[src/rtl/pms_pkg.sv]
package pms_pkg;

	localparam int SLOT_W    = 6;
	localparam int SRC_W     = 8;
	localparam int KIND_W    = 8;
	localparam int PERIOD_W  = 24;
	localparam int SEQ_W     = 16;
	localparam int VER_W     = 16;
	localparam int TS_W      = 32;
	localparam int MAX_EMIT  = 64;
	localparam int EMIT_W    = 7;
	localparam int MOD_CNT_W = 5;

	localparam logic CMD_LOAD = 1'b0;
	localparam logic CMD_TICK = 1'b1;

	typedef enum logic [1:0] {
		ST_IDLE,
		ST_DIV,
		ST_SEARCH,
		ST_FLUSH
	} pms_state_t;

	typedef struct packed {
		logic clear_emitted;
		logic emit_sel;
		logic load_sel;
		logic disable_sel;
	} pms_cell_ctrl_t;

	typedef struct packed {
		logic [SRC_W-1:0]    source;
		logic [KIND_W-1:0]   kind;
		logic [PERIOD_W-1:0] period;
	} pms_load_t;

	typedef struct packed {
		logic [SRC_W-1:0]  source;
		logic [KIND_W-1:0] kind;
		logic [SEQ_W-1:0]  seq;
	} pms_pay_t;

endpackage

[src/rtl/pms_mod.sv]
module pms_mod (
	input  logic                          clk,
	input  logic                          arst_n,
	input  logic                          go,
	input  logic [pms_pkg::PERIOD_W-1:0]  num,
	input  logic [pms_pkg::PERIOD_W-1:0]  den,
	output logic                          done,
	output logic [pms_pkg::PERIOD_W-1:0]  rem
);
	import pms_pkg::*;

	logic                 run_q;
	logic                 done_q;
	logic [MOD_CNT_W-1:0] cnt_q;
	logic [PERIOD_W-1:0]  num_q;
	logic [PERIOD_W-1:0]  den_q;
	logic [PERIOD_W-1:0]  rem_q;
	logic [PERIOD_W:0]    trial;
	logic [PERIOD_W:0]    rem_next;

	// One restoring step per cycle: bring down the next dividend bit and
	// subtract the divisor when it fits. The remainder stays below a nonzero den.
	always_comb begin
		trial = {rem_q, num_q[PERIOD_W-1]};
		if (trial >= {1'b0, den_q}) begin
			rem_next = trial - {1'b0, den_q};
		end else begin
			rem_next = trial;
		end
	end

	always_ff @(posedge clk or negedge arst_n) begin
		if (!arst_n) begin
			run_q  <= 1'b0;
			done_q <= 1'b0;
			cnt_q  <= '0;
		end else begin
			done_q <= 1'b0;
			if (go) begin
				run_q <= 1'b1;
				cnt_q <= '0;
			end else if (run_q) begin
				cnt_q <= cnt_q + MOD_CNT_W'(1);
				if (cnt_q == MOD_CNT_W'(PERIOD_W - 1)) begin
					run_q  <= 1'b0;
					done_q <= 1'b1;
				end
			end
		end
	end

	always_ff @(posedge clk) begin
		if (go) begin
			num_q <= num;
			den_q <= den;
			rem_q <= '0;
		end else if (run_q) begin
			num_q <= {num_q[PERIOD_W-2:0], 1'b0};
			rem_q <= rem_next[PERIOD_W-1:0];
		end
	end

	assign done = done_q;
	assign rem  = rem_q;

endmodule

[config.mk]
export PLATFORM = sky130hd
export DESIGN_NAME = pms_mod
export DESIGN_NICKNAME = d
export VERILOG_FILES = /design/src/rtl/pms_pkg.sv /design/src/rtl/pms_mod.sv
export SDC_FILE = /design/constraint.sdc
export NUM_CORES = 1
export LEC_CHECK = 0
export ABC_AREA = 1
export BUFFER_PORTS_ARGS = -buffer_cell sky130_fd_sc_hd__buf_4
export CAP_MARGIN = 20
export CORE_ASPECT_RATIO = 0.75
export CORE_MARGIN = 1
export CORE_UTILIZATION = 35
export CTS_BUF_LIST = sky130_fd_sc_hd__clkbuf_2
export CTS_CLUSTER_DIAMETER = 50
export DETAILED_ROUTE_END_ITERATION = 7
export PLACE_DENSITY = 0.57
export SETUP_SLACK_MARGIN = 0.05
export SYNTH_ARGS = -nofsm -noshare
export SYNTH_HDL_FRONTEND = slang
export SYNTH_SLANG_ARGS = --single-unit
export TNS_END_PERCENT = 20
[constraint.sdc]
create_clock -name clk -period 2.55 [get_ports clk]
set_clock_uncertainty 0.15 [all_clocks]
set_input_delay 0.3825 -clock clk [delete_from_list [all_inputs] [get_ports clk]]
set_output_delay 0.3825 -clock clk [all_outputs]
set_load 0.01 [all_outputs]
**After elaboration in Yosys (flattened, before gate mapping)**

Cells that the tools add are included.

- Bits in registers: 79
- Output and inout port bits: 25
- Word-level logic and storage cells: 22

- Add/subtract/negate cells: 2
- Magnitude comparators: 1
- Eq/ne operators: 1
- Multiplexer cells: 11
- Reduce and logical (&&, ||, !) cells: 1

Operator list:

| operator | count |
|---|---|
| 24-bit two-way mux | 3 |
| 25-bit by 24-bit >= comparator with 1-bit output | 1 |
| 24-bit subtractor | 1 |
| 5-bit two-way mux | 2 |
| 1-bit two-way mux | 6 |
| 5-bit by 1-bit adder with 5-bit output, second input constant | 1 |
| 5-bit equality test, second input constant | 1 |
| 2-bit nonzero test | 1 |

**Longest topological paths before layout**

Gate-level depths: netlist of run 1.

- Word-level depth: 4
- Gate-level depth with buffers: 15

**Least setup slack after synthesis of run 1**

No wires, ideal clock.

- Path type: reg2reg
- Start point: register rem_q[11] (netlist: rem[11])
- End point: register rem_q[10] (netlist: rem[10])
- Setup time: 163 ps
- Data arrival time: 1,708 ps
- Data required time: 2,237 ps
- Setup slack: 529 ps
- Stages on the path, launching flop included: 13
- Buffers on the path: 1
- Cells stage by stage: dfxtp_1 -> ha_1 -> nand2_1 -> inv_1 -> nand2_1 -> nand2_1 -> nand2_1 -> nand2_1 -> a21oi_4 -> buf_2 -> nand4_1 -> nand3_1 -> o21ai_1

- Longest elaborated chain between the ends: 2

Ends and longest elaborated chain:

| item | line | source |
|---|---|---|
| start: declaration | pms_mod.sv:17 | `logic [PERIOD_W-1:0] rem_q;` |
| start signal: assignment | pms_mod.sv:59 | `rem_q <= rem_next[PERIOD_W-1:0];` |
| 25-bit by 24-bit >= comparator with 1-bit output | pms_mod.sv:25 | `if (trial >= {1'b0, den_q}) begin` |
| 24-bit two-way mux | pms_mod.sv:25 |  |

Every way passes these cells.
A chain may end at the register's enable or synchronous reset.

**Worst setup path in the final report of run 1**

- Start point: register den_q[22]
- End point: register rem_q[3] (netlist: rem[3])

- Longest elaborated chain between the ends: 2

Ends and longest elaborated chain:

| item | line | source |
|---|---|---|
| start: declaration | pms_mod.sv:16 | `logic [PERIOD_W-1:0] den_q;` |
| start signal: assignment | pms_mod.sv:55 | `den_q <= den;` |
| 25-bit by 24-bit >= comparator with 1-bit output | pms_mod.sv:25 |  |
| 24-bit two-way mux | pms_mod.sv:25 |  |

Every way passes these cells.

==> impl_results.md, run 1 <==
* Reg clk slew, reported paths at ~0.25 ns
* Critical Path RT at 2.95 ns
* Syn Std Cell Area at 5136 sq um
* Die Area at around 15000 sq um
* Kind of end point of the critical path: flip-flop
* Max frequency at roughly 430 MHz
* Syn Area/Cell at about 7 sq um
* Wire per inst at approximately 14 um
* Fin nets at about 940
* # fillers at 1443
* CTS buffer count at 9
* TritonRoute pass-1 iters at 5
* Setup TNS at 0 ns
* Critical Path Source Type: flip-flop
* Share of cells above drive strength 1 at 15.51%
* Met2 wire len at between 6 and 7 mm
* CTS tree: yes
* Most common cell after layout, fill and taps aside: nand2_1
* First-pass GRT wire length at between 20 and 25 mm
* Rows at 37
* Slew headroom at between 60% and 70%
* Grt total ovfl at 0
* Core area at about 14000 sq um
* Routed Antenna Nets at 0
* Pwr/cell area at roughly 770 nW/um^2
* Clock buffer depth at 2
* Total track usage at between 20% and 30%
* Layout area overhead at 29.35%
* Metal3 WL at just under 700 um
* Die X at 141.9 um
* YS warnings at 0
* Final setup viols at 0
* Largest net degree at the start of global routing at 36
* DP HPWL at 10.55 mm
* Post-layout min period at approximately 2.3 ns
* Worst-Skew Late Latency at ~0.62 ns
* Final hold violation count at 0
* Metal-1 WL at between 7 and 8 mm
* Placed Cells at around 990
* Max-slew violations at 0
* Hold Path Class: in2reg
* Multi-input gate area at roughly 2500 sq um
* Ports at 76
* Syn_nets at about 800
* Initial antenna violation count at 1
* Die H at between 100 and 150 um
* Detail-routed via count per cell at 4.593
* Register bit total from synthesis at 79
* Maximum vdd drop at 0.0002986 V
* Status: finished, final reports clean
* Synth top area share at 28.06%
* Synth area leaders: edfxtp_1 (28%), nand2_1 (20%), inv_1 (10%)
* Vias in the first global route at between 4000 and 5000
* MaxCap Viol Count at 0
* Initial Utilization at 36.62%
* Routability cong. at between 0.9 and 1
* Cells after Synth at approximately 720
* Vias at 4869
* Post-synthesis sequential area ratio at 40.83%
* DRC at 0
* Max FO, Critical Path at 6
* Area leader, netlist: edfxtp_1
* Cell Count, Final, Fillers Out at roughly 1100
* P_leak at ~3.5 nW
* Register area at around 2100 sq um
* Crit share post-route at 91.46%
* Worst path top cell family by delay: simple AND/OR/NAND/NOR gates
* Most frequent cells in the layout: nand2_1 (271), inv_1 (139), buf_4 (89), dlygate4sd3_1 (50), edfxtp_1 (48)
* Count of cell types in the netlist at 35
* Unrepaired setup endpoints after global routing: true
* Initial drt markers at about 230
* Setup CP Type: reg2reg
* Worst path bufs/invs at 2
* Crit-path cells: inv_1, ha_1, a21oi_2, nor2_1, nor2_1, nand2_1, a21oi_4, buf_4, nand3_4, nand2_1, nand3_1, o21ai_0
* CP max-delay cell: edfxtp_1
* I/O Buffers at 75
* Least-Margin Pin Slew at between 0.4 and 0.5 ns
* Root Buffer Master: clkbuf_2
* Worst path max stage delay at 0.38 ns
* CTS H-tree depth at 3
* CTS sink cnt at 79
* DR top layer: met4
* Worst EP arrival at ~2.7 ns
* Post-Route WL at 14.70 mm
[worst min-delay path, cell delays in order]
cell and delay (ns):
buf_4 0.16, nor2_1 0.08, a22o_1 0.18
[layout make-up]
| type | count | share of cell area (%) |
|---|---|---|
| inverters | 142 | 8.023 |
| repair buffers | 141 | 17.93 |
| clock inverters | 7 | 0.8286 |
| multi-input cells | 486 | 37.27 |
| well taps | 195 | 3.672 |
| diodes | 1 | 0.03766 |
| flip-flops and latches | 79 | 31.56 |
| clock buffers | 9 | 0.6780 |
[synthesized netlist by cell type]
cell type    n
nand2_1    272
inv_1      139
edfxtp_1    48
nand3_1     46
nor2_1      38
nand4_1     29
ha_1        25
dfxtp_1     24
a21oi_1     12
xnor2_1     10
clkbuf_1     9
nand3_2      9
o21ai_1      9
nor3_1       8
dfrtp_1      7
buf_2        6
o21ai_0      5
inv_2        3
and2_1       2
buf_6        2
nand2_2      2
nand3b_1     2
nor2_2       2
or2_2        2
a21o_1       1
a21oi_4      1
a22o_1       1
a31oi_1      1
fa_1         1
nand3_4      1
nor2_4       1
nor3_2       1
nor4_1       1
or2_0        1
xor2_1       1
[timing repair]
action / CTS / global route
resized for setup: 0 / 9
setup endpoints to repair: 0 / 24
buffers inserted: 0 / 2
hold buffers: 50 / 0
endpoints found under the hold margin: 55 / 0
[per-layer routing]
layer  GRT usage (%)  vias up
li1                -     2536
met1           28.38     2209
met2           33.08      106
met3           4.243       18
met4           5.530        0
met5               0        -
[state kept, by name, indices dropped and copies added (netlist names)]
name / flops
cnt_q: 5
run_q: 1
den_q: 24
num_q: 24
done: 1
rem: 24
[final timing paths]
| check | cells past startpoint | endpoint | start | slack, ns |
|---|---|---|---|---|
| setup / recovery | 12 | rem[3]$_SDFFE_PP0P_ | den_q[22]$_DFFE_PP_ | 0.22 |
| hold / removal | 3 | cnt_q[1]$_DFFE_PN0P_ | go | 0.06 |
| setup reg to reg | 12 | rem[3]$_SDFFE_PP0P_ | den_q[22]$_DFFE_PP_ | 0.22 |
| hold reg to reg | 2 | rem[17]$_SDFFE_PP0P_ | rem[17]$_SDFFE_PP0P_ | 0.36 |
| max in group asynchronous | 3 | cnt_q[1]$_DFFE_PN0P_ | arst_n | 1.47 |
| min in group asynchronous | 3 | cnt_q[3]$_DFFE_PN0P_ | arst_n | 0.53 |
[metrics by stage]
step	setup WS [ns]	hold WS (ns)	power [mW]	area, sq um	utilization [%]
final	0.2176	0.06458	5.142	6644	47.36
after detailed placement	0.1529	0.05260	4.372	5962	42.50
after floorplan	0.5292	-0.06309	3.556	5136	-
after global placement	0.1629	0.04964	4.361	5962	42.50
after global routing	0.03058	0.008233	5.634	6644	47.36
after CTS	0.07829	0.002890	5.107	6563	46.78
[kinds of logic (layout without fill, tap and decap cells)]
kind of cell	Yosys count	in the layout	share of synthesized area, %
and+or+nand+nor	417	419	35.47
other	0	1	0
buffers and inverters	159	299	12.06
adders and majority gates	26	26	6.480
DFF	79	79	40.83
AOI/OAI and AO/OA	30	30	3.289
xor gates and xnor gates	11	11	1.876
[power breakdown]
part	total [mW]	leakage, nW	internal (mW)	switching, mW
Sequential	1.72	0.789	1.56	0.156
Combinational	2.77	2.61	1.11	1.66
Clock	0.655	0.0662	0.142	0.513
No activity file was read; power rests on OpenSTA's default activity.
==> inputs of run 2 (changes only) <==
Settings changed: RECOVER_POWER set to 100.
==> run 2 against run 1 <==
Effect of this change:
- cell area shrank 1.9%
- maximum frequency fell by 0.56%
- cell count unchanged
- critical path type unchanged
- critical path depth unchanged
- power down 2.2%
- global-route usage is the same
- worst hold slack gained 0.18 ns
- largest power group unchanged
- clock power up 0.6%
- die area unchanged
==> impl_results.md, run 2 (synthesis gave the netlist of run 1 again) <==
* Core area at 14030 sq um (unchanged)
* Most common cell after layout, fill and taps aside: nand2_1
* Least-Margin Pin Slew at 1.456 ns (+1.003 ns)
* Post-Route WL at 14.71 mm (about the same)
* Ports at 76 (unchanged)
* MaxCap Viol Count at 0 (unchanged)
* Worst path max stage delay at 0.38 ns (about the same)
* Worst-Skew Late Latency at 0.63 ns (about the same)
* Clock power share at 13.1% (+0.4 points)
* Rows at 37 (unchanged)
* Detail-routed via count per cell at 4.595 (about the same)
* Root Buffer Master: clkbuf_2
* # fillers at 1471 (+1.9%)
* TritonRoute pass-1 iters at 5 (unchanged)
* Worst path top cell family by delay: simple AND/OR/NAND/NOR gates
* Routability cong. at 0.9150 (unchanged)
* Post-DP Area at 5962 sq um (unchanged)
* Slew headroom at 2.928% (-67 points)
* Hold_ws at 0.2479 ns (+0.1833 ns)
* First-pass GRT wire length at 24.03 mm (unchanged)
* Hold Path Class: in2reg
* Routed Antenna Nets at 0 (unchanged)
* DRC at 0 (unchanged)
* Post-layout min period at 2.345 ns (+0.01305 ns)
* Fin nets at 936 (unchanged)
* CTS buffer count at 9 (unchanged)
* Final setup viols at 0 (unchanged)
* Crit share post-route at 91.98% (+0.51 points)
* P_sw at 2.324 mW (-0.27%)
* Setup TNS at 0 ns (unchanged)
* Die X at 141.9 um (unchanged)
* CTS sink cnt at 79 (unchanged)
* Grt total ovfl at 0 (unchanged)
* Initial antenna violation count at 1 (unchanged)
* Max frequency at 426.4 MHz (-0.56%)
* Initial drt markers at 224 (-4.3%)
* Pwr/cell area at 771.6 nW/um^2 (-0.29%)
* Share of cells above drive strength 1 at 11.81% (-3.7 points)
* Die H at 106.9 um (unchanged)
* Unrepaired setup endpoints after global routing: true
* Initial Utilization at 36.62% (unchanged)
* Most frequent cells in the layout: nand2_1 (271), inv_1 (139), dlygate4sd3_1 (50), nand3_1 (48), edfxtp_1 (48)
* Max FO, Critical Path at 6 (unchanged)
* P_leak at 3.334 nW (-3.7%)
* CTS H-tree depth at 3 (unchanged)
* Worst path bufs/invs at 2 (unchanged)
* Reg power frac at 34.1% (+0.7 points)
* Critical Path Source Type: flip-flop
* Clock buffer depth at 2 (unchanged)
* Combinational group share of total power at 52.8% (-1.0 points)
* Kind of end point of the critical path: flip-flop
* Final hold violation count at 0 (unchanged)
* Maximum vdd drop at 0.0002992 V (+0.21%)
* Crit-path cells: inv_1, ha_1, a21oi_2, nor2_1, nor2_1, nand2_1, a21oi_4, buf_4, nand3_4, nand2_1, nand3_1, o21ai_1
* Vias in the first global route at 4746 (unchanged)
* Worst EP arrival at 2.75 ns (+0.02 ns)
* Power, Total at 5.030 mW (-2.2%)
* Sw frac at 46.20% (+0.88 points)
* CTS tree: yes
* Final Util at 46.47% (-0.89 points)
* Int Pwr at 2.706 mW (-3.7%)
* Setup CP Type: reg2reg
* Critical Path RT at 2.96 ns (about the same)
* Layout area overhead at 26.92%
* Vias at 4871 (+0.041%)
* Wire per inst at 13.88 um (about the same)
* Total track usage at 20.70% (unchanged)
* I/O Buffers at 75 (unchanged)
* CP max-delay cell: edfxtp_1
* Max-slew violations at 0 (unchanged)
* Die Area at 15170 sq um (unchanged)
* Reg clk slew, reported paths at 0.25 ns (about the same)
* Largest net degree at the start of global routing at 36 (unchanged)
* Design area at 6519 sq um (-1.9%)
* Status: finished, final reports clean
* DP HPWL at 10.55 mm (unchanged)
==> run 2: changes by cell type in the layout (fill, tap and decap cells not counted) <==
cell      change
nand3_1       +2
buf_4        -56
clkbuf_4     +25
nand3_2       -2
clkbuf_1     +30
o21ai_1       -3
clkbuf_2      +1
o21ai_0       +3
==> run 2: stage by stage <==
step                setup slack, ns  instances
floorplan                    0.5292        722
global placement             0.1629        989
detailed placement           0.1529        989
CTS                         0.07829       1055
global route                0.02019       1060
finish                       0.2046       1060
==> run 2: repair_timing <==
action	in CTS	in global routing
setup endpoints to repair	0	24
hold buffers	50	0
buffers inserted	0	2
hold endpoints to repair	55	0
gates resized for setup	0	9
==> run 2: worst paths after layout <==
path	start	end	slack [ns]	cells after the start
max	den_q[22]$_DFFE_PP_	rem[8]$_SDFFE_PP0P_	0.20	12
min	go	cnt_q[1]$_DFFE_PN0P_	0.25	3
max reg2reg	den_q[22]$_DFFE_PP_	rem[8]$_SDFFE_PP0P_	0.20	12
min reg2reg	rem[17]$_SDFFE_PP0P_	rem[17]$_SDFFE_PP0P_	0.35	2
max in group asynchronous	arst_n	cnt_q[1]$_DFFE_PN0P_	1.45	3
min in group asynchronous	arst_n	cnt_q[3]$_DFFE_PN0P_	0.54	3
==> run 2: routing by layer <==
metal	wire length, um	vias to the layer above	global-route usage (%)
met5	0	-	0
met4	178	0	5.530
met3	671	19	4.243
met2	6380	111	33.08
met1	7480	2201	28.38
li1	-	2540	-
==> run 2: worst min-delay path: cells and delay by family <==
kind                   cells  cell delay [ns]
AO/OA/AOI/OAI              1             0.14
buffers and inverters      1             0.24
AND/OR/NAND/NOR            1             0.21
==> run 2: area by class of cell <==
| class | count | area, sq um | share of cell area (%) |
|---|---|---|---|
| antenna | 1 | 2.502 | 0.03839 |
| clock buffer | 9 | 45.04 | 0.6910 |
| clock inverter | 7 | 55.05 | 0.8445 |
| inverter | 142 | 533.0 | 8.177 |
| multi-input combinational | 486 | 2466 | 37.83 |
| sequential | 79 | 2097 | 32.17 |
| tap | 195 | 244.0 | 3.743 |
| timing repair buffer | 141 | 1076 | 16.51 |
==> run 2: power by group through the flow <==
stage | Clock [mW] | Combinational (mW) | Sequential (mW)
6_report | 0.659 | 2.66 | 1.72
5_1_grt | 0.745 | 3.03 | 1.75
3_3_place_gp | 0 | 2.62 | 1.74
3_5_place_dp | 0 | 2.62 | 1.75
2_1_floorplan | 0 | 1.78 | 1.77
4_1_cts | 0.692 | 2.69 | 1.72
