File: config.mk
export PLATFORM = sky130hd
export DESIGN_NAME = pms_cell
export DESIGN_NICKNAME = d
export VERILOG_FILES = /design/src/rtl/pms_pkg.sv /design/src/rtl/pms_cell.sv
export SDC_FILE = /design/constraint.sdc
export NUM_CORES = 1
export LEC_CHECK = 0
export CORE_ASPECT_RATIO = 0.7
export CORE_MARGIN = 2
export CORE_UTILIZATION = 50
export CTS_BUF_LIST = sky130_fd_sc_hd__clkbuf_8 sky130_fd_sc_hd__clkbuf_16
export DETAILED_ROUTE_END_ITERATION = 7
export DONT_BUFFER_PORTS = 1
export PLACE_DENSITY = 0.68
export SETUP_SLACK_MARGIN = 0.4
export SKIP_LAST_GASP = 1
export SLEW_MARGIN = 20
export SYNTH_ARGS = -nofsm -noshare
export SYNTH_HDL_FRONTEND = slang
export SYNTH_SLANG_ARGS = --single-unit
File: constraint.sdc
create_clock -name clk -period 5.93 [get_ports clk]
set_input_delay 0.593 -clock clk [delete_from_list [all_inputs] [get_ports clk]]
set_output_delay 0.593 -clock clk [all_outputs]
set_load 0.05 [all_outputs]
File: src/rtl/pms_pkg.sv
package pms_pkg;

	localparam int SLOT_W    = 6;
	localparam int SRC_W     = 8;
	localparam int KIND_W    = 8;
	localparam int PERIOD_W  = 24;
	localparam int SEQ_W     = 16;
	localparam int VER_W     = 16;
	localparam int TS_W      = 32;
	localparam int MAX_EMIT  = 64;
	localparam int EMIT_W    = 7;
	localparam int MOD_CNT_W = 5;

	localparam logic CMD_LOAD = 1'b0;
	localparam logic CMD_TICK = 1'b1;

	typedef enum logic [1:0] {
		ST_IDLE,
		ST_DIV,
		ST_SEARCH,
		ST_FLUSH
	} pms_state_t;

	typedef struct packed {
		logic clear_emitted;
		logic emit_sel;
		logic load_sel;
		logic disable_sel;
	} pms_cell_ctrl_t;

	typedef struct packed {
		logic [SRC_W-1:0]    source;
		logic [KIND_W-1:0]   kind;
		logic [PERIOD_W-1:0] period;
	} pms_load_t;

	typedef struct packed {
		logic [SRC_W-1:0]  source;
		logic [KIND_W-1:0] kind;
		logic [SEQ_W-1:0]  seq;
	} pms_pay_t;

endpackage

File: src/rtl/pms_cell.sv
module pms_cell #(
	parameter int TIME_BITS = 32,
	parameter int IDX_W     = 6,
	parameter int CELL_IDX  = 0
) (
	input  logic                    clk,
	input  logic                    arst_n,
	input  logic [TIME_BITS-1:0]    now,
	input  pms_pkg::pms_cell_ctrl_t ctrl,
	input  pms_pkg::pms_load_t      load,
	input  logic [TIME_BITS-1:0]    load_due,
	input  logic                    in_valid,
	input  logic [TIME_BITS-1:0]    in_late,
	input  logic [IDX_W-1:0]        in_idx,
	input  pms_pkg::pms_pay_t       in_pay,
	output logic                    out_valid,
	output logic [TIME_BITS-1:0]    out_late,
	output logic [IDX_W-1:0]        out_idx,
	output pms_pkg::pms_pay_t       out_pay
);
	import pms_pkg::*;

	localparam int SUM_W = (TIME_BITS > PERIOD_W) ? TIME_BITS : PERIOD_W;

	logic                 valid_q;
	logic                 emitted_q;
	logic [SRC_W-1:0]     source_q;
	logic [KIND_W-1:0]    kind_q;
	logic [PERIOD_W-1:0]  period_q;
	logic [TIME_BITS-1:0] due_q;
	logic [SEQ_W-1:0]     seq_q;

	logic                 out_valid_q;
	logic [TIME_BITS-1:0] out_late_q;
	logic [IDX_W-1:0]     out_idx_q;
	pms_pay_t             out_pay_q;

	logic [TIME_BITS-1:0] late;
	logic                 cand;
	logic                 take;
	logic [SUM_W-1:0]     next_due;
	pms_pay_t             own_pay;

	// A slot is due while its lateness has the top bit clear. The incoming
	// candidate comes from lower slots, so on equal lateness it is kept.
	always_comb begin
		late           = now - due_q;
		cand           = valid_q && !emitted_q && !late[TIME_BITS-1];
		take           = cand && (!in_valid || (late > in_late));
		next_due       = SUM_W'(due_q) + SUM_W'(period_q);
		own_pay.source = source_q;
		own_pay.kind   = kind_q;
		own_pay.seq    = seq_q;
	end

	always_ff @(posedge clk or negedge arst_n) begin
		if (!arst_n) begin
			valid_q     <= 1'b0;
			emitted_q   <= 1'b0;
			out_valid_q <= 1'b0;
		end else begin
			if (ctrl.load_sel) begin
				valid_q <= 1'b1;
			end else if (ctrl.disable_sel) begin
				valid_q <= 1'b0;
			end
			if (ctrl.clear_emitted) begin
				emitted_q <= 1'b0;
			end else if (ctrl.emit_sel) begin
				emitted_q <= 1'b1;
			end
			out_valid_q <= in_valid || cand;
		end
	end

	always_ff @(posedge clk) begin
		if (ctrl.load_sel) begin
			source_q <= load.source;
			kind_q   <= load.kind;
			period_q <= load.period;
			due_q    <= load_due;
			seq_q    <= '0;
		end else if (ctrl.emit_sel) begin
			due_q <= next_due[TIME_BITS-1:0];
			seq_q <= seq_q + SEQ_W'(1);
		end
		out_late_q <= take ? late : in_late;
		out_idx_q  <= take ? IDX_W'(CELL_IDX) : in_idx;
		out_pay_q  <= take ? own_pay : in_pay;
	end

	assign out_valid = out_valid_q;
	assign out_late  = out_late_q;
	assign out_idx   = out_idx_q;
	assign out_pay   = out_pay_q;

endmodule

# Word level (Yosys, flattened, before mapping)
# Cells that the tools add are included.
# totals
register_bits,161
input_bits,181
output_inout_bits,71
# classes
addsub,3
n_lt_le_gt_ge,1
n_mux,8
reduce_logical,11
# ops
cell,n
two-way mux 32 bit,4
adder 32 x 24 -> 32 bit,1
greater-than comparator 32 bit,1
subtractor 32 bit,1
adder 16 x 1 -> 16 bit (second input constant),1
nonzero test 2 bit,3
two-way mux 1 bit,4
logical AND 1 bit,3
logical NOT 1 bit,3
logical OR 1 bit,2

# Longest topological paths before layout
# Gate-level depths: netlist of run 1.
# depth
ltp_word,5
depth_mapped,23

# Worst setup path after synthesis of run 1
# Ideal clock, no wire load.
# synth_timing
path_kind,in2reg
start,in now[0]
end,reg out_late_q[10] (netlist: out_late[10])
setup_ns,0.121
arrival_ns,4.641
required_ns,5.809
path_slack_ns,1.167
cell_stages,22
n_path_buf,2
path_cell_list,inv_1 ha_1 inv_1 fa_1 a21o_1 a22oi_1 a211oi_1 a21oi_1 o221ai_1 a311oi_2 a31oi_1 xor2_1 ha_1 nand4_1 or2_2 nor3_1 a2111oi_0 a41oi_1 and4bb_1 buf_6 buf_6 mux2_4
# synth_via
elab_chain_cells,5
word_cells_on_any_way,7
cone_classes,add/sub (1); order compare (1); mux (1); reduce/logical (4)
# synth_rtl
element,line,rtl
start: declaration,pms_cell.sv:8,"input logic [TIME_BITS-1:0] now,"
subtractor 32 bit *,pms_cell.sv:47,late = now - due_q;
greater-than comparator 32 bit or logical NOT 1 bit (tied branches),"pms_cell.sv:49, pms_cell.sv:48",
logical OR 1 bit or logical AND 1 bit (tied branches),"pms_cell.sv:49, pms_cell.sv:48",
logical AND 1 bit,pms_cell.sv:49,take = cand && (!in_valid || (late > in_late));
two-way mux 32 bit *,pms_cell.sv:87,out_late_q <= take ? late : in_late;
end signal: assignment,pms_cell.sv:87,
end: declaration,pms_cell.sv:34,logic [TIME_BITS-1:0] out_late_q;
# Mark *: on every way between the ends. The rest lies on a longest branch, timed or not.
# A chain may end at the register's enable or synchronous reset.

# Worst setup path after layout of run 1
# layout_timing
start,reg due_q[4]
end,reg out_pay_q (netlist bit out_pay[13])
# layout_via
elab_chain_cells,5
word_cells_on_any_way,7
cone_classes,add/sub (1); order compare (1); mux (1); reduce/logical (4)
# layout_rtl
element,line,rtl
start: declaration,pms_cell.sv:30,logic [TIME_BITS-1:0] due_q;
start signal: assignment,pms_cell.sv:81,due_q <= load_due;
start signal: assignment,pms_cell.sv:84,due_q <= next_due[TIME_BITS-1:0];
subtractor 32 bit *,pms_cell.sv:47,
greater-than comparator 32 bit or logical NOT 1 bit (tied branches),"pms_cell.sv:49, pms_cell.sv:48",
logical OR 1 bit or logical AND 1 bit (tied branches),"pms_cell.sv:49, pms_cell.sv:48",
logical AND 1 bit *,pms_cell.sv:49,
two-way mux 32 bit *,pms_cell.sv:89,out_pay_q <= take ? own_pay : in_pay;
end signal: assignment,pms_cell.sv:89,
end: declaration,pms_cell.sv:36,pms_pay_t out_pay_q;
# Marked as above.

==> run_results.csv, run 1 <==
group,metric,value,unit
run_status,status,"finished, final reports clean",
routing,drt_pre_antenna_iters,5,
timing,tightestPinTransition,0.834,ns
layout,fill_cells,1639,
layout,multi_input_area,5150,sq um
placed_design,io_buffer_count,0,
critical_path,end_kind,"flop",
critical_path,r2r-start,"due_q[4]",
critical_path,required,6.24,ns
yosys,synth-main-ff-cell,"dfxtp_1",
min_path,min_from,"ctrl[3]",
routing,antenna_left,0,
timing,post-route-period-util,0.863,
yosys,synth_area,9570,sq um
die,row_count,42,
power_and_ir_drop,ir_drop,0.179,mV
yosys,ys_seq_elements,161,
yosys,synth_warnings,0,
grt,grt_antenna_before_repair,3,
flow_run,max_cap_viol_count,0,
routing,routed_wl,21.8,mm
clocking,cts_tree,"built",
timing,timing.final.hold_violations,0,
clocking,cts_sinks,161,
timing,fin_setup_tns,0,ns
grt,grt_pass1_vias,6008,
layout,area_growth,7.91,%
yosys,synth_area_per_cell,10.4,sq um
timing,maxSlewHeadroom,0.444,
critical_path,crit_path_start_kind,"flop",
min_path,hp-class,"input port to flop",
clocking,cts.clk_slew.worst_paths,0.07,ns
critical_path,reg2reg_slack,0.81,ns
critical_path,crit_type,"flop to flop",
yosys,syn_nets,1187,
die,die_width,169,um
clocking,cts_buffers,17,
power_and_ir_drop,power.density,456,nW/um^2
critical_path,crit_path_max_fanout,38,
layout,layout_commonest_cell,"ha_1",
critical_path,cp.arrival,5.43,ns
die,chipHeight,120,um
timing,max_freq,0.195,GHz
die,core,18800,sq um
layout,final_cell_mix,"ha_1 (88), dfxtp_1 (86), inv_1 (81)",
layout,seq_area,3960,sq um
clocking,clk_latency,0.42,ns
clocking,cts_hold_buf,1,
yosys,ys_seq_area_frac,0.414,
placed_design,place.gp.congestion,0.874,
layout,drive_gt1_frac,0.121,
layout,fin_util,0.549,
clocking,htreeDepth,4,
layout,nNetsFinal,1183,
timing,setup_viol,0,
placed_design,dp_hpwl,17.1,mm
timing,rsz0062_at_grt,"false",
yosys,netlist_instances,916,
timing,fin_skew,0.0135,ns
die,die_area,20300,sq um
grt,grt_max_degree,126,
die,initial_core_util,0.508,
clocking,clockBufferDepth,2,
grt,grt_util_all_layers,0.213,
clocking,root_buffer,"clkbuf_16",
power_and_ir_drop,power,4.70,mW
die,pin_count,252,
critical_path,startpoint,"due_q[4]",
clocking,post_cts_buffers,0,
routing,viasPerCell,5.56,
clocking,ctsResizeCount,0,
yosys,synth_edf_count,72,
grt,grt_pass1_wl,33.3,mm
timing,drv_slew,0,
routing,via_count,6503,
routing,wire_per_inst,18.6,um
power_and_ir_drop,p_leak,4.50,nW
grt,grt.overflow.total,0,
yosys,async_flop_share,0.0186,
yosys,synth_cell_types,60,
timing,min_period,5.12,ns
routing,drtIter0Drc,458,
routing,drc,0,
==> cells in the mapped netlist, types with 11 or more instances <==
cell,number,share of area
xnor2_1,35,0.032
nor2_1,41,0.016
clkbuf_1,15,0.0059
xor2_1,31,0.028
nand4_1,24,0.016
nor2b_1,13,0.0085
mux2_4,62,0.097
a21o_1,33,0.026
a21oi_1,69,0.036
nand3_1,11,0.0058
dfxtp_1,86,0.18
edfxtp_1,72,0.23
ha_1,88,0.12
inv_1,80,0.031
o21ai_0,51,0.027
nor3_1,12,0.0063
o21bai_1,11,0.0086
nand2_1,62,0.024
==> per-stage QoR <==
| step | std cells | hold WS [ns] | setup slack (ns) | area [sq um] |
|---|---|---|---|---|
| floorplan | 916 | 0.297 | 1.17 | 9570 |
| global placement | 1134 | 0.298 | 0.734 | 9750 |
| detailed placement | 1134 | 0.297 | 0.576 | 9750 |
| CTS | 1167 | 0.209 | 0.808 | 10300 |
| global route | 1167 | 0.216 | 0.459 | 10300 |
| finish | 1169 | 0.231 | 0.813 | 10300 |
==> logic make-up (layout without fill, tap and decap cells) <==
| group | after synthesis | in the layout | share of synthesized area |
|---|---|---|---|
| AO/OA/AOI/OAI | 222 | 222 | 0.148 |
| XOR/XNOR | 66 | 66 | 0.0604 |
| adder cells (fa/ha/maj) | 90 | 90 | 0.119 |
| buffers and inverters | 106 | 115 | 0.0479 |
| flip-flops | 161 | 161 | 0.414 |
| multiplexers | 69 | 69 | 0.105 |
| other | 0 | 2 | 0 |
| AND/OR/NAND/NOR | 202 | 202 | 0.105 |
==> routing by layer <==
layer	GRT usage	vias up	part of all wire
met2	0.303	236	0.41
met1	0.316	2959	0.50
li1	-	3288	-
met3	0.0640	18	0.081
met4	0.0507	2	0.0092
met5	0	-	0.00060
==> area by class of cell <==
| cell class | instances | share of cell area |
|---|---|---|
| Multi-Input combinational cell | 649 | 0.499 |
| Antenna cell | 2 | 0.000485 |
| Inverter | 80 | 0.0291 |
| Tap cell | 242 | 0.0293 |
| Timing Repair Buffer | 3 | 0.00485 |
| Clock inverter | 13 | 0.00970 |
| Clock buffer | 19 | 0.0439 |
| Sequential cell | 161 | 0.384 |
==> where the power goes <==
group	switching [mW]	internal [mW]	leakage [nW]
Sequential	0.475	1.38	1.48
Combinational	0.988	0.836	2.75
Clock	0.465	0.565	0.271
==> critical path: stages (launching register included) <==
cell	delay, ns
edfxtp_1	0.38
inv_1	0.06
ha_1	0.35
o211ai_1	0.11
a21oi_1	0.29
o41ai_4	0.12
o21ba_4	0.24
o21ai_0	0.27
a31oi_1	0.18
o311ai_0	0.50
xnor2_1	0.21
ha_1	0.34
nand4_1	0.11
or2_2	0.32
nor3_1	0.24
a2111oi_0	0.15
a41oi_1	0.20
and4bb_4	0.31
buf_12	0.28
mux2_4	0.33
==> final timing paths <==
| kind | endpoint | cells after the start |
|---|---|---|
| worst max-delay path | out_pay[13] | 19 |
| worst min-delay path | emitted_q | 1 |
| worst max register to register | out_pay[13] | 19 |
| worst min register to register | out_pay[25] | 1 |
| max in group asynchronous | emitted_q | 1 |
| min in group asynchronous | valid_q | 1 |
==> registers in the layout, summed over array words and instances, names as in the netlist <==
register,flops
out_idx,6
period_q,24
valid_q,1
kind_q,8
due_q,32
out_pay,32
seq_q,16
source_q,8
out_valid,1
out_late,32
emitted_q,1
Power figures use the tool's default switching activity.
==> run 2, diff against run 1 <==
--- a/config.mk
+++ b/config.mk
@@ -11,7 +11,7 @@
 export CTS_BUF_LIST = sky130_fd_sc_hd__clkbuf_8 sky130_fd_sc_hd__clkbuf_16
 export DETAILED_ROUTE_END_ITERATION = 7
 export DONT_BUFFER_PORTS = 1
-export PLACE_DENSITY = 0.68
+export PLACE_DENSITY_LB_ADDON = 0.12
 export SETUP_SLACK_MARGIN = 0.4
 export SKIP_LAST_GASP = 1
 export SLEW_MARGIN = 20
==> run 2 against run 1 <==
Maximum frequency grew 0.54%. Non-clock buffer count rose by 2. Die area stayed put. Worst setup slack better by 0.027 ns.
==> run_results.csv, run 2 (synthesis gave the netlist of run 1 again) <==
group,metric,value,unit
critical_path,worst_path_max_delay_cell,"o311ai_0",
grt,grt_antenna_before_repair,4,
layout,final_cell_mix,"ha_1 (88), dfxtp_1 (86), inv_1 (81)",
min_path,hp-class,"input port to flop",
timing,drv_slew,0,
timing,tightestPinTransition,0.849,ns
layout,area_growth,8.48,%
layout,layout_commonest_cell,"ha_1",
routing,wl_met1,11.4,mm
critical_path,crit_path_max_fanout,21,
timing,max_freq,0.196,GHz
routing,drt_pre_antenna_iters,5,
critical_path,critPathTopFamily,"compound AO/OA/AOI/OAI gates",
clocking,root_buffer,"clkbuf_16",
grt,grt_util_all_layers,0.214,
timing,min_period,5.09,ns
critical_path,crit_type,"flop to flop",
power_and_ir_drop,power.density,459,nW/um^2
layout,multi_input_area,5160,sq um
layout,seq_area,3960,sq um
run_status,status,"finished, final reports clean",
grt,grt.overflow.total,0,
die,chipHeight,120,um
routing,routed.top_layer,"met5",
layout,instances_no_fill,1170,
clocking,htreeDepth,4,
grt,grt_pass1_wl,33.1,mm
layout,nNetsFinal,1185,
flow_run,max_cap_viol_count,0,
timing,rsz0062_at_grt,"false",
routing,viasPerCell,5.55,
timing,maxSlewHeadroom,0.434,
routing,wl_met3,1.77,mm
critical_path,required,6.24,ns
clocking,clockBufferDepth,2,
die,pin_count,252,
layout,fill_cells,1652,
grt,grt_pass1_vias,6001,
critical_path,crit_top_cell,"ha_1",
routing,antenna_left,0,
power_and_ir_drop,p_switching,1.95,mW
power_and_ir_drop,switching_share,0.409,
timing,fin_setup_tns,0,ns
critical_path,end_kind,"flop",
power_and_ir_drop,internal-power,2.82,mW
critical_path,crit_buf_inv,2,
clocking,cts_buffers,17,
die,row_count,42,
placed_design,place.gp.congestion,0.851,
timing,fin_skew,0.00979,ns
routing,drtIter0Drc,397,
placed_design,dp_hpwl,17.1,mm
layout,drive_gt1_frac,0.123,
power_and_ir_drop,ir_drop,0.206,mV
timing,setup_viol,0,
placed_design,io_buffer_count,0,
clocking,cts_tree,"built",
critical_path,crit_path_start_kind,"flop",
critical_path,crit_chain,"inv_1 -> ha_1 -> o211ai_1 -> a21oi_1 -> o41ai_4 -> o21ba_4 -> o21ai_0 -> a31oi_1 -> o311ai_0 -> xnor2_1 -> ha_1 -> nand4_1 -> or2_2 -> nor3_1 -> a2111oi_0 -> a41oi_1 -> and4bb_4 -> buf_8 -> mux2_4",
clocking,cts_sinks,161,
power_and_ir_drop,p_leak,4.52,nW
critical_path,cp.arrival,5.40,ns
power_and_ir_drop,p_clk_frac,0.224,
die,core,18800,sq um
routing,routed_wl,22.0,mm
timing,post-route-period-util,0.858,
routing,met2_length,8.54,mm
routing,drc,0,
routing,wire_per_inst,18.8,um
die,die_width,169,um
die,initial_core_util,0.508,
power_and_ir_drop,p_seq_frac,0.388,
placed_design,dp_cells,1134,
timing,timing.final.hold_violations,0,
critical_path,critical_path.max_stage_delay,0.40,ns
routing,via_count,6499,
power_and_ir_drop,combPwrFrac,0.388,
grt,grt_max_degree,126,
clocking,cts.clk_slew.worst_paths,0.07,ns
clocking,clk_latency,0.42,ns
die,die_area,20300,sq um
-- run 2: stage by stage --
step	util	instance area, sq um	hold slack, ns	setup slack (ns)	total power [mW]
final	0.552	10400	0.231	0.840	4.76
after global routing	0.551	10400	0.216	0.443	5.07
after CTS	0.549	10300	0.215	0.685	4.76
after detailed placement	0.518	9740	0.297	0.488	3.67
after global placement	0.518	9740	0.297	0.634	3.65
after floorplan	-	9570	0.297	1.17	3.29
-- run 2: worst paths after layout --
path                             start  cells past startpoint  slack, ns          end
setup / recovery              due_q[2]                     19       0.84  out_pay[17]
hold / removal                 ctrl[3]                      1       0.23    emitted_q
setup reg to reg              due_q[2]                     19       0.84  out_pay[17]
hold reg to reg            source_q[0]                      1       0.47  out_pay[24]
max in group asynchronous       arst_n                      1       5.38    out_valid
min in group asynchronous       arst_n                      1       0.41    emitted_q
-- run 2: cell type report --
cell class / count / area share
clock buffer: 19 / 0.0458
timing repair buffer: 5 / 0.00820
inverter: 80 / 0.0289
sequential: 161 / 0.382
clock inverter: 13 / 0.00916
multi-input combinational: 649 / 0.497
antenna: 1 / 0.000241
tap: 242 / 0.0292
-- run 2: repair_timing --
| action | CTS | global route |
|---|---|---|
| hold buffers | 1 | 0 |
| setup endpoints to repair | 0 | 62 |
| gates resized for setup | 0 | 4 |
| hold endpoints to repair | 3 | 0 |
| buffers inserted | 0 | 1 |
-- run 2: power groups by stage --
stage | clock network [mW] | registers [mW] | logic, mW
finish | 1.07 | 1.85 | 1.85
CTS | 1.10 | 1.85 | 1.82
detailed placement | 0 | 1.87 | 1.80
floorplan | 0 | 1.83 | 1.47
global route | 1.14 | 1.87 | 2.06
global placement | 0 | 1.87 | 1.78
-- run 2: per-layer routing --
metal / GRT usage / up-vias
met1: 0.331 / 2954
li1: - / 3294
met5: 0 / -
met2: 0.285 / 226
met4: 0.0556 / 6
met3: 0.0660 / 19
-- run 2: worst reg2reg max path: stages, from the launching register on --
cell       delay (ns)
edfxtp_1         0.39
inv_1            0.08
ha_1             0.37
o211ai_1         0.11
a21oi_1          0.30
o41ai_4          0.12
o21ba_4          0.24
o21ai_0          0.27
a31oi_1          0.17
o311ai_0         0.40
xnor2_1          0.21
ha_1             0.35
nand4_1          0.11
or2_2            0.32
nor3_1           0.24
a2111oi_0        0.14
a41oi_1          0.22
and4bb_4         0.35
buf_8            0.25
mux2_4           0.35
==> run 3, diff against run 2 <==
--- a/config.mk
+++ b/config.mk
@@ -8,7 +8,6 @@
 export CORE_ASPECT_RATIO = 0.7
 export CORE_MARGIN = 2
 export CORE_UTILIZATION = 50
-export CTS_BUF_LIST = sky130_fd_sc_hd__clkbuf_8 sky130_fd_sc_hd__clkbuf_16
 export DETAILED_ROUTE_END_ITERATION = 7
 export DONT_BUFFER_PORTS = 1
 export PLACE_DENSITY_LB_ADDON = 0.12
==> run 3 against run 2 <==
Count of clock-buffer cells in the layout grew 1. Utilization unchanged. Final area did not move. First-iteration DRC count unchanged. Maximum frequency hardly changed. Clock power about the same. Die area unchanged. Largest cell class unchanged.
==> run_results.csv, run 3 (synthesis gave the netlist of run 1 again) <==
group,metric,value,unit
run_status,status,"finished, final reports clean",
routing,wire_per_inst,18.8,um
power_and_ir_drop,p_clk_frac,0.224,
grt,gr-usage-met3,0.0660,
die,chipHeight,120,um
critical_path,cp.arrival,5.40,ns
clocking,root_buffer,"clkbuf_16",
layout,nNetsFinal,1185,
timing,post-route-period-util,0.858,
timing,drv_slew,0,
timing,maxSlewHeadroom,0.434,
grt,grt_pass1_wl,33.1,mm
routing,drtIter0Drc,397,
min_path,hp-class,"input port to flop",
routing,drt_pre_antenna_iters,5,
timing,fin_skew,0.00896,ns
die,core,18800,sq um
clocking,htreeDepth,4,
die,die_area,20300,sq um
power_and_ir_drop,power,4.76,mW
grt,grt_pass1_vias,6001,
clocking,cts_tree,"built",
critical_path,crit_top_cell,"ha_1",
critical_path,critical_path.max_stage_delay,0.40,ns
critical_path,r2r_cells,19,
layout,final_cell_mix,"ha_1 (88), dfxtp_1 (86), inv_1 (80)",
flow_run,max_cap_viol_count,0,
layout,layout_commonest_cell,"ha_1",
timing,setup_viol,0,
routing,antenna_left,0,
power_and_ir_drop,ir_drop,0.207,mV
routing,via_count,6508,
clocking,cts.clk_slew.worst_paths,0.07,ns
critical_path,r2r_end,"out_pay[18]",
critical_path,r2r-start,"due_q[2]",
timing,min_period,5.09,ns
grt,grt.overflow.total,0,
routing,routed_wl,22.0,mm
placed_design,dp_hpwl,17.1,mm
timing,rsz0062_at_grt,"false",
power_and_ir_drop,p_leak,4.52,nW
timing,fin_setup_tns,0,ns
grt,gr-usage-met2,0.285,
die,pin_count,252,
layout,area_growth,8.48,%
power_and_ir_drop,switching_share,0.408,
power_and_ir_drop,p_seq_frac,0.388,
grt,gr-usage-met1,0.331,
min_path,min_to,"emitted_q",
placed_design,place.gp.congestion,0.851,
min_path,min_from,"ctrl[3]",
layout,fin_util,0.552,
critical_path,crit_path_max_fanout,21,
grt,grt_antenna_before_repair,4,
critical_path,crit_type,"flop to flop",
critical_path,reg2reg_slack,0.84,ns
power_and_ir_drop,combPwrFrac,0.388,
critical_path,end_kind,"flop",
routing,drc,0,
layout,drive_gt1_frac,0.123,
timing,max_freq,0.196,GHz
critical_path,crit_path_start_kind,"flop",
clocking,clockBufferDepth,2,
critical_path,crit_chain,"inv_1 -> ha_1 -> o211ai_1 -> a21oi_1 -> o41ai_4 -> o21ba_4 -> o21ai_0 -> a31oi_1 -> o311ai_0 -> xnor2_1 -> ha_1 -> nand4_1 -> or2_2 -> nor3_1 -> a2111oi_0 -> a41oi_1 -> and4bb_4 -> buf_8 -> mux2_4",
power_and_ir_drop,internal-power,2.82,mW
clocking,cts_sinks,161,
clocking,cts_buffers,17,
timing,tightestPinTransition,0.849,ns
die,row_count,42,
timing,timing.final.hold_violations,0,
die,die_width,169,um
placed_design,io_buffer_count,0,
critical_path,required,6.24,ns
power_and_ir_drop,p_switching,1.95,mW
power_and_ir_drop,power.density,459,nW/um^2
grt,grt_util_all_layers,0.214,
routing,viasPerCell,5.56,
min_path,hold_depth,1,
clocking,clk_latency,0.42,ns
critical_path,worst_path_max_delay_cell,"o311ai_0",
grt,grt-busiest-layer,"met1",
grt,grt_max_degree,126,
die,initial_core_util,0.508,
-- run 3: worst max-delay path by stage --
stage	to	cells after the start	slack, ns	from
final	out_pay[18]	19	0.84	due_q[2]
after detailed placement	out_pay[16]	21	0.49	now[0]
after global placement	out_pay[18]	21	0.63	now[0]
after floorplan	out_late[10]	22	1.17	now[0]
after global routing	out_pay[1]	20	0.44	due_q[0]
after CTS	out_pay[3]	20	0.68	due_q[0]
-- run 3: power by group through the flow --
stage | clock [mW] | sequential, mW | combinational, mW
global placement | 0 | 1.87 | 1.78
global route | 1.15 | 1.87 | 2.06
finish | 1.07 | 1.85 | 1.85
detailed placement | 0 | 1.87 | 1.80
CTS | 1.10 | 1.85 | 1.82
floorplan | 0 | 1.83 | 1.47
-- run 3: layout make-up --
type | instances | area (sq um)
clock buffer | 20 | 479
tap | 242 | 303
inverter | 80 | 300
antenna | 1 | 2.50
clock inverter | 12 | 91.3
timing repair buffer | 5 | 85.1
sequential | 161 | 3960
multi-input combinational | 649 | 5160
fill | 1652 | 8440
-- run 3: stage by stage --
| step | std cells | cell area, sq um | hold WS (ns) | worst slack (ns) |
|---|---|---|---|---|
| 2_1_floorplan | 916 | 9570 | 0.297 | 1.17 |
| 3_3_place_gp | 1134 | 9740 | 0.297 | 0.634 |
| 3_5_place_dp | 1134 | 9740 | 0.297 | 0.488 |
| 4_1_cts | 1167 | 10300 | 0.215 | 0.685 |
| 5_1_grt | 1169 | 10400 | 0.216 | 0.443 |
| 6_report | 1170 | 10400 | 0.231 | 0.840 |
-- run 3: per-layer routing --
metal	wire length, um	vias to the layer above
met5	44	-
met4	254	6
met3	1850	19
met2	8530	238
met1	11300	2950
li1	-	3295
-- run 3: critical path: cells and delay by family, from the launching register on --
kind	cells	cell delay, ns
xor+xnor	1	0.21
simple gates	4	1.02
fa+ha+maj	2	0.72
compound gates	9	1.96
flops	1	0.39
buf+inv	2	0.33
mux	1	0.32
-- run 3: what timing repair did --
item,CTS,global route
endpoints found under the setup margin,0,62
endpoints found under the hold margin,3,0
hold buffers,1,0
gates resized for setup,0,4
setup buffers,0,1
